[src/rtl/core/eolr_pkg.sv]
`timescale 1ns / 1ps
// ----------------------------------------------------------------------------
// eolr_pkg: shared types and helpers for the eight-octant line rasterizer
// Beat formats, octant codes and the octant mirror functions.
// ----------------------------------------------------------------------------
package eolr_pkg;

    localparam int COORD_BITS = 12;
    localparam int PW = COORD_BITS + 1;   // mirrored coordinates and deltas
    localparam int IW = COORD_BITS + 3;   // decision increments
    localparam int DW = COORD_BITS + 4;   // decision variable

    localparam logic MODE_LOAD = 1'b0;
    localparam logic MODE_STEP = 1'b1;

    typedef enum logic [2:0] {
        OCT_0, OCT_1, OCT_2, OCT_3, OCT_4, OCT_5, OCT_6, OCT_7
    } t_octant;

    typedef struct packed {
        logic                         mode;
        logic signed [COORD_BITS-1:0] start_x;
        logic signed [COORD_BITS-1:0] start_y;
        logic signed [COORD_BITS-1:0] end_x;
        logic signed [COORD_BITS-1:0] end_y;
    } t_in_beat;

    typedef struct packed {
        logic                         pixel_valid;
        logic signed [COORD_BITS-1:0] pixel_x;
        logic signed [COORD_BITS-1:0] pixel_y;
        logic                         last_pixel;
    } t_out_beat;

    typedef struct packed {
        logic signed [PW-1:0] a;
        logic signed [PW-1:0] b;
    } t_point;

    // true (x, y) -> octant-0 (major, minor)
    function automatic t_point to_oct0(input t_octant oct,
                                       input logic signed [PW-1:0] x,
                                       input logic signed [PW-1:0] y);
        t_point p;
        unique case (oct)
            OCT_0:   begin p.a = x;  p.b = y;  end
            OCT_1:   begin p.a = y;  p.b = x;  end
            OCT_2:   begin p.a = y;  p.b = -x; end
            OCT_3:   begin p.a = -x; p.b = y;  end
            OCT_4:   begin p.a = -x; p.b = -y; end
            OCT_5:   begin p.a = -y; p.b = -x; end
            OCT_6:   begin p.a = -y; p.b = x;  end
            default: begin p.a = x;  p.b = -y; end
        endcase
        return p;
    endfunction

    // octant-0 (major, minor) -> true (x, y), returned as (a = x, b = y)
    function automatic t_point from_oct0(input t_octant oct,
                                         input logic signed [PW-1:0] a,
                                         input logic signed [PW-1:0] b);
        t_point p;
        unique case (oct)
            OCT_0:   begin p.a = a;  p.b = b;  end
            OCT_1:   begin p.a = b;  p.b = a;  end
            OCT_2:   begin p.a = -b; p.b = a;  end
            OCT_3:   begin p.a = -a; p.b = b;  end
            OCT_4:   begin p.a = -a; p.b = -b; end
            OCT_5:   begin p.a = -b; p.b = -a; end
            OCT_6:   begin p.a = b;  p.b = -a; end
            default: begin p.a = a;  p.b = -b; end
        endcase
        return p;
    endfunction

endpackage

[src/rtl/core/eight_octant_line_rasterizer_top.sv]
`timescale 1ns / 1ps
// ----------------------------------------------------------------------------
// eight_octant_line_rasterizer_top: midpoint line generator, all octants
// Usage:
//   Input channel (i_in_valid / o_in_stall / i_in_data) carries load and step
//   beats. A load beat (mode 0) latches the endpoints, picks the octant and
//   sets up the decision variable; it yields no output beat. A load while a
//   line is in progress replaces that line. A step beat (mode 1) yields one
//   output beat on (o_out_valid / i_out_stall / o_out_data) holding the next
//   pixel in true coordinates, last_pixel set on the final one. A step with
//   no line in progress yields a beat with all fields zero.
//   A beat is held in the input register; a step beat's result is then
//   written to the output register, where the receiver can take it.
//   Throughput: one beat per cycle while no step beat waits on a full
//   output, set by the single add-and-compare update of the decision
//   variable between the two registers.
//   When the receiver stalls, the output beat holds and the input register
//   keeps taking beats until a step beat finds the output still full; then
//   o_in_stall rises. Load beats pass through without waiting on the output.
//   Reset clears the line state, so the block comes up idle and empty.
// ----------------------------------------------------------------------------
module eight_octant_line_rasterizer_top (
    input  logic                i_clk,
    input  logic                i_rst_n,
    input  logic                i_in_valid,
    output logic                o_in_stall,
    input  eolr_pkg::t_in_beat  i_in_data,
    output logic                o_out_valid,
    input  logic                i_out_stall,
    output eolr_pkg::t_out_beat o_out_data
);

    localparam int CW = eolr_pkg::COORD_BITS;
    localparam int PW = eolr_pkg::PW;
    localparam int IW = eolr_pkg::IW;
    localparam int DW = eolr_pkg::DW;

    logic                r_in_valid;
    eolr_pkg::t_in_beat  r_in_data;
    logic                r_out_valid;
    eolr_pkg::t_out_beat r_out_data;

    logic                 r_line_active;
    eolr_pkg::t_octant    r_octant;
    logic signed [PW-1:0] r_major_pos;
    logic signed [PW-1:0] r_minor_pos;
    logic signed [PW-1:0] r_major_end;
    logic signed [DW-1:0] r_decision;
    logic signed [IW-1:0] r_east_inc;
    logic signed [IW-1:0] r_diag_inc;

    logic is_load, is_step, out_free, advance, in_accept;

    // load setup
    logic signed [PW-1:0] x0, y0, x1, y1, dx, dy, adx, ady, da, db;
    logic                 shallow;
    eolr_pkg::t_octant    n_octant;
    eolr_pkg::t_point     p_start, p_end;

    // step
    logic                 last;
    eolr_pkg::t_point     p_true;
    eolr_pkg::t_out_beat  n_out_data;

    assign is_load   = (r_in_data.mode == eolr_pkg::MODE_LOAD);
    assign is_step   = (r_in_data.mode == eolr_pkg::MODE_STEP);
    assign out_free  = !r_out_valid || !i_out_stall;
    assign advance   = r_in_valid && (is_load || out_free);
    assign o_in_stall = r_in_valid && !advance;
    assign in_accept = i_in_valid && !o_in_stall;

    always_comb begin
        x0 = PW'(r_in_data.start_x);
        y0 = PW'(r_in_data.start_y);
        x1 = PW'(r_in_data.end_x);
        y1 = PW'(r_in_data.end_y);
        dx = x1 - x0;
        dy = y1 - y0;
        adx = dx[PW-1] ? -dx : dx;
        ady = dy[PW-1] ? -dy : dy;
        shallow = (adx >= ady);
        if (shallow) begin
            da = adx;
            db = ady;
        end else begin
            da = ady;
            db = adx;
        end
        case ({shallow, dx[PW-1], dy[PW-1]})
            3'b100:  n_octant = eolr_pkg::OCT_0;
            3'b101:  n_octant = eolr_pkg::OCT_7;
            3'b110:  n_octant = eolr_pkg::OCT_3;
            3'b111:  n_octant = eolr_pkg::OCT_4;
            3'b000:  n_octant = eolr_pkg::OCT_1;
            3'b001:  n_octant = eolr_pkg::OCT_6;
            3'b010:  n_octant = eolr_pkg::OCT_2;
            default: n_octant = eolr_pkg::OCT_5;
        endcase
        p_start = eolr_pkg::to_oct0(n_octant, x0, y0);
        p_end   = eolr_pkg::to_oct0(n_octant, x1, y1);
    end

    always_comb begin
        last   = (r_major_pos >= r_major_end);
        p_true = eolr_pkg::from_oct0(r_octant, r_major_pos, r_minor_pos);
        n_out_data = '0;
        if (r_line_active) begin
            n_out_data.pixel_valid = 1'b1;
            n_out_data.pixel_x     = p_true.a[CW-1:0];
            n_out_data.pixel_y     = p_true.b[CW-1:0];
            n_out_data.last_pixel  = last;
        end
    end

    always_ff @(posedge i_clk) begin
        if (!i_rst_n) begin
            r_in_valid <= 1'b0;
        end else if (in_accept) begin
            r_in_valid <= 1'b1;
        end else if (advance) begin
            r_in_valid <= 1'b0;
        end
    end

    always_ff @(posedge i_clk) begin
        if (in_accept) begin
            r_in_data <= i_in_data;
        end
    end

    always_ff @(posedge i_clk) begin
        if (!i_rst_n) begin
            r_out_valid <= 1'b0;
        end else if (advance && is_step) begin
            r_out_valid <= 1'b1;
        end else if (!i_out_stall) begin
            r_out_valid <= 1'b0;
        end
    end

    always_ff @(posedge i_clk) begin
        if (advance && is_step) begin
            r_out_data <= n_out_data;
        end
    end

    always_ff @(posedge i_clk) begin
        if (!i_rst_n) begin
            r_line_active <= 1'b0;
            r_octant      <= eolr_pkg::OCT_0;
            r_major_pos   <= '0;
            r_minor_pos   <= '0;
            r_major_end   <= '0;
            r_decision    <= '0;
            r_east_inc    <= '0;
            r_diag_inc    <= '0;
        end else if (advance && is_load) begin
            r_line_active <= 1'b1;
            r_octant      <= n_octant;
            r_major_pos   <= p_start.a;
            r_minor_pos   <= p_start.b;
            r_major_end   <= p_end.a;
            r_decision    <= (DW'(db) <<< 1) - DW'(da);
            r_east_inc    <= IW'(db) <<< 1;
            r_diag_inc    <= (IW'(db) - IW'(da)) <<< 1;
        end else if (advance && is_step && r_line_active) begin
            if (last) begin
                r_line_active <= 1'b0;
            end else begin
                if (r_decision[DW-1]) begin
                    r_decision <= r_decision + DW'(r_east_inc);
                end else begin
                    r_decision  <= r_decision + DW'(r_diag_inc);
                    r_minor_pos <= r_minor_pos + PW'(1);
                end
                r_major_pos <= r_major_pos + PW'(1);
            end
        end
    end

    assign o_out_valid = r_out_valid;
    assign o_out_data  = r_out_data;

    a_load_starts_line: assert property (@(posedge i_clk) disable iff (!i_rst_n)
        (advance && is_load) |=> r_line_active)
        else $error("load beat did not start a line");

    a_last_ends_line: assert property (@(posedge i_clk) disable iff (!i_rst_n)
        (advance && is_step && r_line_active && last) |=> !r_line_active)
        else $error("line still active after last pixel");

    a_major_in_range: assert property (@(posedge i_clk) disable iff (!i_rst_n)
        r_line_active |-> (r_major_pos <= r_major_end))
        else $error("major position ran past line end");

    a_last_has_pixel: assert property (@(posedge i_clk) disable iff (!i_rst_n)
        (r_out_valid && r_out_data.last_pixel) |-> r_out_data.pixel_valid)
        else $error("last flag on a beat without a pixel");

    a_stall_needs_item: assert property (@(posedge i_clk) disable iff (!i_rst_n)
        o_in_stall |-> (r_in_valid && is_step && r_out_valid))
        else $error("input stalled with no blocked step beat");

endmodule
[config.mk]
export PLATFORM = sky130hd
export DESIGN_NAME = eight_octant_line_rasterizer_top
export DESIGN_NICKNAME = d
export VERILOG_FILES = /design/src/rtl/core/eolr_pkg.sv /design/src/rtl/core/eight_octant_line_rasterizer_top.sv
export SDC_FILE = /design/constraint.sdc
export NUM_CORES = 1
export LEC_CHECK = 0
export BUFFER_PORTS_ARGS = -buffer_cell sky130_fd_sc_hd__buf_2
export CAP_MARGIN = 20
export CORE_MARGIN = 1
export CORE_UTILIZATION = 57
export CTS_CLUSTER_SIZE = 12
export DETAILED_ROUTE_END_ITERATION = 6
export PLACE_DENSITY = 0.75
export SYNTH_ARGS = -nofsm -noshare
export SYNTH_HDL_FRONTEND = slang
export SYNTH_SLANG_ARGS = --single-unit
export TNS_END_PERCENT = 5
[constraint.sdc]
create_clock -name i_clk -period 7.7 [get_ports i_clk]
set_clock_uncertainty 0.2 [all_clocks]
set_input_delay 1.155 -clock i_clk [delete_from_list [all_inputs] [get_ports i_clk]]
set_output_delay 1.155 -clock i_clk [all_outputs]
set_load 0.02 [all_outputs]
==> impl_metrics.yaml <==
place:
  numPortBuffers: 80
  dp_hpwl_um: 34400
  placed_area_um2: 15500
  gp_congestion: 0.974
  dp_cells: 2234
floorplanning:
  start_util: 0.585
  die_w_um: 163
  row_count: 58
  die-area_um2: 26700
  die_height_um: 163
  pin_count: 81
  core_um2: 25400
cts:
  worstSkewPairLatency_ps: 430
  hold_buffers: 0
  htree_num_levels: 4
  cts_max_path_buffers: 2
  clk_pin_slew_ps: 70
  cts-root-buf: "clkbuf_16"
  cts_buffers: 17
  cts_tree: "yes"
  cts.sinks: 161
sta:
  relSlewSlack: 0.353
  timing.fmax_mhz: 138
  finalCritPeriodShare: 0.941
  setup_viol: 0
  worst_hold_slack_ps: 254
  rsz0062_at_grt: "yes"
  tightestPinTransition_ps: 969
  slew_viol_final: 0
  fin_crit_ps: 7250
  hold_viol_final: 0
detailed_routing:
  remaining_drc_errors: 0
  via_per_inst: 6.52
  drtPass1Iterations: 6
  route.detailed.wl_per_inst_um: 20.1
  drtAntennaViolNets: 0
  num_vias: 14800
  drt_iter0_markers: 1972
  routed_wl_um: 45500
yosys:
  syn-cell-area_um2: 14800
  synth_area_leaders: "edfxtp_1, dfxtp_1, ha_1, nand2_1, xnor2_1"
  synth_cell_type_count: 100
  synthCells: 1907
  ys_top_cells_by_count: "nand2_1, nor2_1, a21oi_1"
  synth-edff-count: 75
  yosysWarnings: 0
  yosysTopAreaCellShare: 0.152
  synth.net_count: 2055
  synth.avg_cell_area_um2: 7.79
  ys_seq_area_frac: 0.268
  synthArstFlopShare: 0
  synth_most_common_cell: "nand2_1"
  synth_top_area_cell: "edfxtp_1"
  synth-seq-cells: 161
  synthFlopType: "dfxtp_1"
setup_path:
  worstSetupPathType: "reg -> reg"
  arrival_ps: 7390
  startpoint_type: "register"
  crit_required_ps: 7840
  ff2ff_setup_slack_ps: 450
  crit_fanout: 31
  cp-end-kind: "register"
  crit_path_max_incr_delay_ps: 460
  critical_path.slowest_cell: "fa_1"
final_layout:
  final_util: 0.635
  layout-drive-gt1-share: 0.117
  n_fill_cell: 2276
  layout.cells.non_filler: 2267
  syn_to_final_growth_pct: 8.62
  multiInputGateArea_um2: 10100
  design_area_um2: 16100
  nNetsFinal: 2072
  antenna_cells: 0
  regArea_um2: 3970
power_and_ir_drop:
  clkPwrFrac: 0.145
  p_int_w: 0.00285
  power.total_w: 0.00570
  power_frac_seq: 0.185
  cellPowerDensity_nw_per_um2: 354
  p_sw_frac: 0.500
  vdd.ir_drop.worst_uv: 200
  p_leak_nw: 6.28
  p_sw_w: 0.00285
  pwr-share-comb: 0.670
flow_run:
  max-cap-violations: 0
global_routing:
  antenna_found_initial: 1
  grt_pass1_vias: 13500
  track_usage: 0.343
  grt_max_degree: 79
  overflow: 0
  grt_pass1_wl_um: 72200
run_status:
  status: "completed"
hold_path:
  hold_class: "reg -> reg"
critical path: cells and delay by family, from the launching register on:
family,cells,cell delay [ps]
XOR/XNOR,1,380
AND/OR/NAND/NOR,8,1630
multiplexers,1,350
buffers and inverters,4,600
AO/OA/AOI/OAI,11,2200
flip-flops,1,390
adder cells (fa/ha/maj),4,1410
per-layer routing:
layer	share of wire	vias up	GRT usage
met5	0.00022	-	0
met2	0.44	752	0.526
met4	0.040	2	0.143
met3	0.085	107	0.0490
met1	0.44	6864	0.480
li1	-	7065	-
timing repair:
| action | in CTS | in global routing |
|---|---|---|
| pin swaps | 0 | 1 |
| resized for setup | 1 | 21 |
| endpoints found under the hold margin | 0 | 0 |
| gates cloned | 0 | 0 |
| setup buffers | 0 | 1 |
| setup endpoints to repair | 1 | 8 |
path summary, 6_finish.rpt:
path	from	cells after the start	endpoint
worst max-delay path	r_in_data[12]	29	r_decision[11]
worst min register to register	r_diag_inc[4]	2	r_diag_inc[4]
worst min-delay path	r_diag_inc[4]	2	r_diag_inc[4]
worst max register to register	r_in_data[12]	29	r_decision[11]
per-stage QoR:
stage,setup WS [ps],setup TNS [ps]
5_1_grt,-9.08,-9.08
3_5_place_dp,23.6,0
2_1_floorplan,241,0
6_report,454,0
3_3_place_gp,273,0
4_1_cts,81.8,0
power by group through the flow:
stage	Sequential, W	Combinational, W	Clock, W
floorplan	0.00102	0.00276	0
global placement	0.00107	0.00356	0
detailed placement	0.00107	0.00361	0
CTS	0.00105	0.00364	0.000823
global route	0.00107	0.00415	0.000859
finish	0.00106	0.00382	0.000824
area by class of cell:
type / instances / share of cell area
clock buffers: 20 / 0.0278
clock inverters: 12 / 0.00621
inverters: 104 / 0.0242
multi-input cells: 1523 / 0.628
flip-flops and latches: 161 / 0.246
well taps: 330 / 0.0256
repair buffers: 117 / 0.0423
registers in the layout, summed over array words and instances, names as in the netlist, 3 cells and up:
name and flops:
r_major_end 13, r_diag_inc 14, r_octant 3, r_major_pos 13, o_out_data 26, r_east_inc 13
r_in_data 48, r_decision 15, r_minor_pos 12
kinds of logic (layout without fill, tap and decap cells):
| logic type | count (synthesis) | count (layout) | synth area share |
|---|---|---|---|
| xor gates and xnor gates | 113 | 113 | 0.0667 |
| DFF | 161 | 161 | 0.268 |
| AOI/OAI and AO/OA | 612 | 612 | 0.283 |
| adders and majority gates | 95 | 95 | 0.0821 |
| muxes | 44 | 44 | 0.0330 |
| buffers and inverters | 223 | 253 | 0.0581 |
| and+or+nand+nor | 659 | 659 | 0.209 |
cells in the final DEF (no fill, tap or decap), drive strengths merged, types with 9 or more instances in the layout:
cell | netlist | final
nor3 | 60 | 60
a311oi | 17 | 17
o31ai | 11 | 11
inv | 102 | 107
clkbuf | 91 | 20
edfxtp | 75 | 75
o21bai | 11 | 11
nor2 | 175 | 175
a211oi | 40 | 40
nor4 | 10 | 10
mux2i | 25 | 25
or2 | 11 | 11
o21ai | 129 | 129
and3 | 13 | 13
a2111oi | 9 | 9
a221oi | 29 | 29
nand3 | 62 | 62
a21o | 25 | 25
o211ai | 30 | 30
a21oi | 146 | 146
or3 | 36 | 36
mux2 | 17 | 17
dfxtp | 86 | 86
ha | 91 | 91
buf | 28 | 117
xnor2 | 87 | 87
o22ai | 28 | 28
xor2 | 26 | 26
nand2 | 203 | 203
nand4 | 17 | 17
nor2b | 17 | 17
a31oi | 18 | 18
and2 | 13 | 13
nand2b | 17 | 17
a22oi | 15 | 15
o21a | 15 | 15
(Power assumes the default switching activity.)
